`config.mk`:
```
export PLATFORM = sky130hd
export DESIGN_NAME = wlan_station_address_learner
export DESIGN_NICKNAME = d
export VERILOG_FILES = /design/src/hw/rtl/wsal_pkg.sv /design/src/hw/rtl/wsal_ram.sv /design/src/hw/rtl/wlan_station_address_learner.sv
export SDC_FILE = /design/constraint.sdc
export NUM_CORES = 2
export LEC_CHECK = 0
export BUFFER_PORTS_ARGS = -buffer_cell sky130_fd_sc_hd__buf_2
export CORE_ASPECT_RATIO = 0.5
export CORE_UTILIZATION = 35
export DETAILED_ROUTE_END_ITERATION = 10
export PLACE_DENSITY_LB_ADDON = 0.2
export SLEW_MARGIN = 20
export SYNTH_ARGS = -nofsm -noshare
export SYNTH_HDL_FRONTEND = slang
export SYNTH_SLANG_ARGS = --single-unit
```
`constraint.sdc`:
```
create_clock -name clock -period 8.4 [get_ports clock]
set_input_delay 0.42 -clock clock [delete_from_list [all_inputs] [get_ports clock]]
set_output_delay 0.42 -clock clock [all_outputs]
set_load 0.005 [all_outputs]
```
`src/hw/rtl/wsal_pkg.sv`:
```
// package for the station address learner
// holds operation, kind and status codes, header constants and the sequencer state type
// no dependencies
package wsal_pkg;

   // default table size
   localparam int TABLE_DEPTH_DEFAULT = 32;

   // field widths
   localparam int ADDR_W   = 48;
   localparam int STATUS_W = 4;
   localparam int COUNT_W  = 6;
   localparam int SLOT_W   = 5;
   localparam int LEN_W    = 12;

   // operation codes
   localparam logic [1:0] OP_FRAME = 2'd0;
   localparam logic [1:0] OP_CLEAR = 2'd1;
   localparam logic [1:0] OP_READ  = 2'd2;

   // frame kinds
   localparam logic [1:0] KIND_DATA = 2'd0;
   localparam logic [1:0] KIND_MGMT = 2'd1;

   // header constants
   localparam logic [LEN_W-1:0] MIN_HEADER_LEN = 12'd24;
   localparam int TO_DS_BIT   = 0;
   localparam int FROM_DS_BIT = 1;
   localparam int GROUP_BIT   = 40;

   // result status codes
   localparam logic [STATUS_W-1:0] STAT_IGNORED     = 4'd0;
   localparam logic [STATUS_W-1:0] STAT_SHORT       = 4'd1;
   localparam logic [STATUS_W-1:0] STAT_FOUR_ADDR   = 4'd2;
   localparam logic [STATUS_W-1:0] STAT_OTHER_BSSID = 4'd3;
   localparam logic [STATUS_W-1:0] STAT_GROUP       = 4'd4;
   localparam logic [STATUS_W-1:0] STAT_IS_AP       = 4'd5;
   localparam logic [STATUS_W-1:0] STAT_KNOWN       = 4'd6;
   localparam logic [STATUS_W-1:0] STAT_ADDED       = 4'd7;
   localparam logic [STATUS_W-1:0] STAT_FULL        = 4'd8;
   localparam logic [STATUS_W-1:0] STAT_READ        = 4'd9;
   localparam logic [STATUS_W-1:0] STAT_CLEARED     = 4'd10;

   // sequencer states
   typedef enum logic [2:0] {
      S_IDLE,
      S_DECIDE,
      S_SCAN,
      S_READ_DATA,
      S_FINISH
   } state_type;

endpackage

```
`src/hw/rtl/wsal_ram.sv`:
```
// generic single-clock ram, one write port and one read port
// read data is registered; no dependencies
module wsal_ram #(
   parameter int WIDTH = 48,
   parameter int DEPTH = 32
) (
   input  logic                             clock,
   input  logic                             wr_en,
   input  logic [$clog2(DEPTH > 1 ? DEPTH : 2)-1:0] wr_addr,
   input  logic [WIDTH-1:0]                 wr_data,
   input  logic [$clog2(DEPTH > 1 ? DEPTH : 2)-1:0] rd_addr,
   output logic [WIDTH-1:0]                 rd_data
);

   logic [WIDTH-1:0] mem [DEPTH];

   // write port
   always_ff @(posedge clock) begin
      if (wr_en) begin
         mem[wr_addr] <= wr_data;
      end
   end

   // registered read
   always_ff @(posedge clock) begin
      rd_data <= mem[rd_addr];
   end

endmodule

```
`src/hw/rtl/wlan_station_address_learner.sv`:
```
// station address learner: one item at a time; a header is judged in the decide state, then
// the table is scanned one entry per cycle through the ram read port.
// result sits in an output register, so the next item is taken while it waits.
// synchronous active-high reset clears count, target bssid and control; table is not cleared.
// depends on wsal_pkg and wsal_ram
module wlan_station_address_learner
   import wsal_pkg::*;
#(
   parameter int TABLE_DEPTH = TABLE_DEPTH_DEFAULT
) (
   input  logic                clock,
   input  logic                reset,
   // configuration
   input  logic                csr_valid,
   output logic                csr_ready,
   input  logic [ADDR_W-1:0]   csr_data,
   // items in
   input  logic                req_valid,
   output logic                req_stall,
   input  logic [1:0]          req_operation,
   input  logic [1:0]          req_frame_kind,
   input  logic [LEN_W-1:0]    req_frame_length,
   input  logic [7:0]          req_control_flags,
   input  logic [ADDR_W-1:0]   req_address_one,
   input  logic [ADDR_W-1:0]   req_address_two,
   input  logic [ADDR_W-1:0]   req_address_three,
   input  logic [SLOT_W-1:0]   req_read_slot,
   // results out
   output logic                rsp_valid,
   input  logic                rsp_stall,
   output logic [STATUS_W-1:0] rsp_status,
   output logic [COUNT_W-1:0]  rsp_station_count,
   output logic [ADDR_W-1:0]   rsp_entry_address,
   output logic                rsp_entry_valid
);

   localparam int CNT_W = $clog2(TABLE_DEPTH + 1);
   localparam int IDX_W = $clog2(TABLE_DEPTH > 1 ? TABLE_DEPTH : 2);

   state_type state_ff, state_in;

   logic [ADDR_W-1:0]   target_ff;
   logic [CNT_W-1:0]    cnt_ff, cnt_in;
   logic [CNT_W-1:0]    idx_ff, idx_in;
   logic                cmp_vld_ff, cmp_vld_in;

   // latched item
   logic [1:0]          op_ff, kind_ff;
   logic [LEN_W-1:0]    len_ff;
   logic [7:0]          flags_ff;
   logic [ADDR_W-1:0]   a1_ff, a2_ff, a3_ff;
   logic [SLOT_W-1:0]   slot_ff;

   // pending result
   logic [STATUS_W-1:0] res_status_ff, res_status_in;
   logic [ADDR_W-1:0]   res_entry_ff, res_entry_in;
   logic                res_evalid_ff, res_evalid_in;

   // output register
   logic                rsp_valid_ff, rsp_valid_in;
   logic [STATUS_W-1:0] rsp_status_ff, rsp_status_in;
   logic [COUNT_W-1:0]  rsp_count_ff, rsp_count_in;
   logic [ADDR_W-1:0]   rsp_entry_ff, rsp_entry_in;
   logic                rsp_evalid_ff, rsp_evalid_in;

   // ram ports
   logic                ram_we;
   logic [IDX_W-1:0]    ram_waddr, ram_raddr;
   logic [ADDR_W-1:0]   ram_rdata;

   // derived fields
   logic                to_ds, from_ds, req_take;
   logic [ADDR_W-1:0]   bssid, sta;
   logic [CNT_W+SLOT_W-1:0] slot_ext, cnt_ext;
   logic [CNT_W+COUNT_W-1:0] cnt_out_ext;
   logic                slot_ok, scan_issue;

   assign csr_ready = 1'b1;
   assign req_stall = (state_ff != S_IDLE);
   assign req_take  = req_valid && !req_stall;

   assign rsp_valid         = rsp_valid_ff;
   assign rsp_status        = rsp_status_ff;
   assign rsp_station_count = rsp_count_ff;
   assign rsp_entry_address = rsp_entry_ff;
   assign rsp_entry_valid   = rsp_evalid_ff;

   // station and bssid picked by the ds bits
   assign to_ds   = flags_ff[TO_DS_BIT];
   assign from_ds = flags_ff[FROM_DS_BIT];
   always_comb begin
      if (to_ds) begin
         bssid = a1_ff;
         sta   = a2_ff;
      end else if (from_ds) begin
         bssid = a2_ff;
         sta   = a1_ff;
      end else begin
         bssid = a3_ff;
         sta   = a2_ff;
      end
   end

   // read slot range check
   assign slot_ext    = {{CNT_W{1'b0}}, slot_ff};
   assign cnt_ext     = {{SLOT_W{1'b0}}, cnt_ff};
   assign slot_ok     = slot_ext < cnt_ext;
   assign cnt_out_ext = {{COUNT_W{1'b0}}, cnt_ff};
   assign scan_issue  = idx_ff < cnt_ff;

   // table ram
   assign ram_raddr = (state_ff == S_SCAN) ? idx_ff[IDX_W-1:0] : slot_ext[IDX_W-1:0];
   assign ram_waddr = cnt_ff[IDX_W-1:0];

   wsal_ram #(
      .WIDTH(ADDR_W),
      .DEPTH(TABLE_DEPTH)
   ) u_table (
      .clock  (clock),
      .wr_en  (ram_we),
      .wr_addr(ram_waddr),
      .wr_data(sta),
      .rd_addr(ram_raddr),
      .rd_data(ram_rdata)
   );

   // next state and outputs
   always_comb begin
      state_in      = state_ff;
      cnt_in        = cnt_ff;
      idx_in        = idx_ff;
      cmp_vld_in    = 1'b0;
      res_status_in = res_status_ff;
      res_entry_in  = res_entry_ff;
      res_evalid_in = res_evalid_ff;
      rsp_valid_in  = rsp_valid_ff && rsp_stall;
      rsp_status_in = rsp_status_ff;
      rsp_count_in  = rsp_count_ff;
      rsp_entry_in  = rsp_entry_ff;
      rsp_evalid_in = rsp_evalid_ff;
      ram_we        = 1'b0;
      case (state_ff)
         S_IDLE: begin
            if (req_take) begin
               state_in = S_DECIDE;
            end
         end
         S_DECIDE: begin
            res_entry_in  = '0;
            res_evalid_in = 1'b0;
            idx_in        = '0;
            state_in      = S_FINISH;
            case (op_ff)
               OP_FRAME: begin
                  if (kind_ff != KIND_DATA && kind_ff != KIND_MGMT) begin
                     res_status_in = STAT_IGNORED;
                  end else if (len_ff < MIN_HEADER_LEN) begin
                     res_status_in = STAT_SHORT;
                  end else if (to_ds && from_ds) begin
                     res_status_in = STAT_FOUR_ADDR;
                  end else if (bssid != target_ff) begin
                     res_status_in = STAT_OTHER_BSSID;
                  end else if (sta[GROUP_BIT]) begin
                     res_status_in = STAT_GROUP;
                  end else if (sta == target_ff) begin
                     res_status_in = STAT_IS_AP;
                  end else begin
                     state_in = S_SCAN;
                  end
               end
               OP_CLEAR: begin
                  cnt_in        = '0;
                  res_status_in = STAT_CLEARED;
               end
               OP_READ: begin
                  res_status_in = STAT_READ;
                  res_evalid_in = slot_ok;
                  state_in      = S_READ_DATA;
               end
               default: begin
                  res_status_in = STAT_IGNORED;
               end
            endcase
         end
         S_SCAN: begin
            // one read issued and one compare per cycle
            cmp_vld_in = scan_issue;
            if (scan_issue) begin
               idx_in = idx_ff + 1'b1;
            end
            if (cmp_vld_ff && ram_rdata == sta) begin
               cmp_vld_in    = 1'b0;
               res_status_in = STAT_KNOWN;
               state_in      = S_FINISH;
            end else if (!scan_issue && !cmp_vld_ff) begin
               if (cnt_ff < CNT_W'(TABLE_DEPTH)) begin
                  ram_we        = 1'b1;
                  cnt_in        = cnt_ff + 1'b1;
                  res_status_in = STAT_ADDED;
               end else begin
                  res_status_in = STAT_FULL;
               end
               state_in = S_FINISH;
            end
         end
         S_READ_DATA: begin
            res_entry_in = res_evalid_ff ? ram_rdata : '0;
            state_in     = S_FINISH;
         end
         S_FINISH: begin
            // hand the item over once the output register is free
            if (!rsp_valid_ff || !rsp_stall) begin
               rsp_valid_in  = 1'b1;
               rsp_status_in = res_status_ff;
               rsp_count_in  = cnt_out_ext[COUNT_W-1:0];
               rsp_entry_in  = res_entry_ff;
               rsp_evalid_in = res_evalid_ff;
               state_in      = S_IDLE;
            end
         end
         default: begin
            state_in = S_IDLE;
         end
      endcase
   end

   // control registers
   always_ff @(posedge clock) begin
      if (reset) begin
         state_ff     <= S_IDLE;
         cnt_ff       <= '0;
         cmp_vld_ff   <= 1'b0;
         rsp_valid_ff <= 1'b0;
         target_ff    <= '0;
      end else begin
         state_ff     <= state_in;
         cnt_ff       <= cnt_in;
         cmp_vld_ff   <= cmp_vld_in;
         rsp_valid_ff <= rsp_valid_in;
         if (csr_valid && csr_ready) begin
            target_ff <= csr_data;
         end
      end
   end

   // payload registers
   always_ff @(posedge clock) begin
      idx_ff        <= idx_in;
      res_status_ff <= res_status_in;
      res_entry_ff  <= res_entry_in;
      res_evalid_ff <= res_evalid_in;
      rsp_status_ff <= rsp_status_in;
      rsp_count_ff  <= rsp_count_in;
      rsp_entry_ff  <= rsp_entry_in;
      rsp_evalid_ff <= rsp_evalid_in;
      if (req_take) begin
         op_ff    <= req_operation;
         kind_ff  <= req_frame_kind;
         len_ff   <= req_frame_length;
         flags_ff <= req_control_flags;
         a1_ff    <= req_address_one;
         a2_ff    <= req_address_two;
         a3_ff    <= req_address_three;
         slot_ff  <= req_read_slot;
      end
   end

endmodule
```
==> flow_summary.toml <==
[global_routing]
grt_antenna_before_repair = 14
globalRoute.totalOverflow = 0
number_of_global_route_vias_before_repair = 47645
grtUsageTotal = 0.216
grt_first_pass_wirelength_um = 347000
pin_count_of_the_biggest_net_entering_global_routing = 226

[clock_tree]
post-cts-setup-buffer-count = 0
cts_buffer_depth = 4
path_clk_slew_ns = 0.06
tritoncts = "done"
insertion_delay_ns = 0.85
clk_root_buffer_cell = "sky130_fd_sc_hd__clkbuf_16"
cts_buffer_count = 188
post_cts_resize_count = 0
clkSinkCount = 1924
cts_max_level = 4
holdBufCountCts = 213

[timing]
timing.final.hold_violations = 0
worst_clock_skew_ns = 0.0510
tightest_slew_ns = 1.33
tns_ns = 0
max_clock_freq_mhz = 178
setup_ws_ns = 2.78
report.final.setup_viol = 0
rsz0062_at_grt = "no"
layout_min_cycle_time_ns = 5.62
timing.max_slew.rel_slack = 0.114
finalCritPeriodShare = 0.669
slew_violations = 0

[power_and_ir_drop]
power_switching_share = 0.260
internal-power_w = 0.0165
net_load_switching_power_w = 0.00579
leakagePower_nw = 29.9
pwr-share-comb = 0.117
powerDensity_nw_per_um2 = 245
clock_power_share = 0.373
max-vdd-ir-drop_v = 0.000153
p_seq_frac = 0.510

[layout]
area.growth.synth_to_final_pct = 16.7
drive_gt1_frac = 0.121
final_nets = 6152
final.fill_count = 19899
multiInputGateArea_sq_um = 19600
regArea_sq_um = 56700

[routing]
sum_of_routed_wire_length_over_all_layers_um = 249000
vias = 49778
detail-route-antenna-nets = 0
drt-initial-drc-count = 6019
vias_per_cell = 5.52
routedWlPerCell_um = 27.6
detailedRoute.firstPassIterationCount = 8
route.detailed.drc = 0

[worst_setup_path]
crit_buf_inv = 2
path_cells = "buf_4 > nor2b_4 > buf_12 > mux2_2 > xor2_1 > nor4_1 > nand4_1 > or4_1 > o211a_1 > or4_4 > o32ai_1"
critical_path_arrival_ns = 6.33
critical_path_required_ns = 9.10
crit_path_top_delay_cell = "sky130_fd_sc_hd__nor2b_4"
timing.critical_path.slowest_cell_delay_ns = 0.93
worstSetupStartpointType = "register"
critPathMaxFanout = 69
category_of_cells_accounting_for_the_largest_share_of_critical_path_delay = "simple AND/OR/NAND/NOR gates"
crit_type = "reg -> reg"
worst_setup_path_end_kind = "register"

[flow_run]
drv_cap = 0

[logic_synthesis]
postSynthNetCount = 5760
syn-mean-instance-area_sq_um = 14.1
synth.yosys.seq_area_share = 0.729
yosys_warnings = 0
syn-instance-count = 5516
synth-main-ff-cell = "sky130_fd_sc_hd__edfxtp_1"
postSynthRegisterBits = 1924
yosysUniqueCellTypes = 79
post_synthesis_cell_area_sq_um = 77800
async_reset_ff_frac = 0
synth_enable_flop_cells = 1817

[floorplan]
row_count = 121
floorplan.die.width_um = 669
design.portCount = 288
die_h_um = 335
initial_core_util = 0.355
placeable_area_sq_um = 219000
die_area_sq_um = 224000

[placement]
port-buffer-count = 276
place.detailed.hpwl_um = 140000
placement.setup.worst_slack_ns = 2.89
globalplace.congestion = 0.952

[run_status]
run_status = "finished clean"

[hold_path]
hold_path_class = "in -> reg"
-- layout make-up --
class	count	share of cell area
Antenna cell	7	0.000193
Clock buffer	258	0.0581
Clock inverter	78	0.00731
Inverter	89	0.00371
Multi-Input combinational cell	3120	0.216
Sequential cell	1924	0.625
Tap cell	2952	0.0407
Timing Repair Buffer	585	0.0492
-- worst reg2reg max path, cell delays in order, from the launching register on --
cell and delay [ns]:
sky130_fd_sc_hd__edfxtp_1 0.33, sky130_fd_sc_hd__buf_4 0.41, sky130_fd_sc_hd__nor2b_4 0.94, sky130_fd_sc_hd__buf_12 0.44, sky130_fd_sc_hd__mux2_2 0.91, sky130_fd_sc_hd__xor2_1 0.34
sky130_fd_sc_hd__nor4_1 0.31, sky130_fd_sc_hd__nand4_1 0.20, sky130_fd_sc_hd__or4_1 0.71, sky130_fd_sc_hd__o211a_1 0.25, sky130_fd_sc_hd__or4_4 0.50, sky130_fd_sc_hd__o32ai_1 0.18
-- power by group through the flow --
stage,sequential [W],clock [W],combinational [W]
global route,0.0113,0.00880,0.00281
CTS,0.0113,0.00842,0.00257
global placement,0.0115,0,0.00243
floorplan,0.0113,0,0.00162
detailed placement,0.0115,0,0.00248
finish,0.0114,0.00830,0.00260
-- metal layers --
layer	vias to the layer above	GRT usage	routed length, um
met5	-	0	27
met4	4	0.0760	9110
met3	477	0.0371	20300
met2	2150	0.337	111000
met1	25302	0.304	108000
li1	21845	-	-
-- Yosys cell counts (all sizes together), types with 3 or more instances --
library cell,n,area share
nor2b,20,0.0017
a2111oi,4,0.00045
a31oi,199,0.016
a211oi,534,0.052
o221ai,9,0.0010
and3,5,0.00040
o2bb2ai,6,0.00068
xnor2,59,0.0066
nand2b,6,0.00048
o21ai,72,0.0046
o21a,3,0.00029
nor4b,3,0.00034
ha,18,0.0029
xor2,57,0.0064
dfxtp,107,0.028
nor3,10,0.00071
a21boi,3,0.00029
inv,89,0.0043
mux2i,123,0.016
a21o,53,0.0051
a221oi,17,0.0020
nor4,29,0.0024
a311oi,192,0.022
nand3,16,0.0010
nand2,865,0.042
a21oi,169,0.011
a22o,3,0.00034
and2,435,0.035
or4,5,0.00053
nand4,10,0.00080
nor2,112,0.0054
edfxtp,1817,0.70
buf,33,0.0026
or3,5,0.00040
o22ai,19,0.0015
mux2,17,0.0027
nor3b,3,0.00029
clkbuf,350,0.017
a22oi,10,0.00097
-- registers in the layout, indices dropped and copies added (netlist names), 5 cells and up --
signal,flops
a1_ff,48
a2_ff,48
a3_ff,48
cnt_ff,6
idx_ff,6
len_ff,9
res_entry_ff,48
rsp_entry_address,48
rsp_station_count,6
slot_ff,5
target_ff,48
u_table.mem,1536
u_table.rd_data,48
-- kinds of logic (layout without fill, tap and decap cells) --
kind of cell	after synthesis	in the layout	synth area share
and+or+nand+nor	1530	1530	0.0919
xor gates and xnor gates	116	116	0.0131
adders and majority gates	18	18	0.00290
muxes	140	140	0.0191
buffers and inverters	472	1010	0.0238
other	1	8	0.0000482
AOI/OAI and AO/OA	1315	1315	0.120
DFF	1924	1924	0.729
-- cell usage in the layout (no fill, tap or decap), types with 31 or more instances in the layout --
cell	instances
sky130_fd_sc_hd__a21o_1	53
sky130_fd_sc_hd__inv_1	75
sky130_fd_sc_hd__xnor2_1	59
sky130_fd_sc_hd__clkbuf_16	193
sky130_fd_sc_hd__a31oi_1	199
sky130_fd_sc_hd__and2_0	81
sky130_fd_sc_hd__dlygate4sd3_1	213
sky130_fd_sc_hd__nand2_1	861
sky130_fd_sc_hd__a211oi_1	534
sky130_fd_sc_hd__buf_2	275
sky130_fd_sc_hd__clkbuf_1	45
sky130_fd_sc_hd__nor2_1	80
sky130_fd_sc_hd__dfxtp_1	107
sky130_fd_sc_hd__xor2_1	57
sky130_fd_sc_hd__a311oi_1	192
sky130_fd_sc_hd__edfxtp_1	1817
sky130_fd_sc_hd__and2_1	354
sky130_fd_sc_hd__nor2_4	32
sky130_fd_sc_hd__a21oi_1	168
sky130_fd_sc_hd__o21ai_0	64
sky130_fd_sc_hd__clkinv_1	31
sky130_fd_sc_hd__buf_4	79
sky130_fd_sc_hd__mux2i_1	107
-- through the flow --
| step | utilization | total power [W] | hold WS (ns) | cells | area (sq um) |
|---|---|---|---|---|---|
| after floorplan | - | 0.0129 | 0.400 | 5516 | 77800 |
| after global placement | 0.377 | 0.0140 | 0.408 | 8456 | 82600 |
| after detailed placement | 0.377 | 0.0140 | 0.405 | 8456 | 82600 |
| after CTS | 0.414 | 0.0223 | 0.214 | 9005 | 90700 |
| after global routing | 0.414 | 0.0229 | 0.266 | 9006 | 90700 |
| final | 0.414 | 0.0223 | 0.251 | 9013 | 90800 |
-- final timing paths --
check,start,to,slack [ns],cells past startpoint
worst min register to register,res_entry_ff[28]$_SDFFCE_PN0P_,rsp_entry_address[28]$_DFFE_PP_,0.42,0
worst max register to register,flags_ff[1]$_DFFE_PP_,state_ff[2]$_SDFFE_PP0P_,2.78,11
worst max-delay path,flags_ff[1]$_DFFE_PP_,state_ff[2]$_SDFFE_PP0P_,2.78,11
worst min-delay path,reset,cnt_ff[0]$_SDFFE_PP0P_,0.25,3
Note: power is estimated with default switching activity, not from simulation.
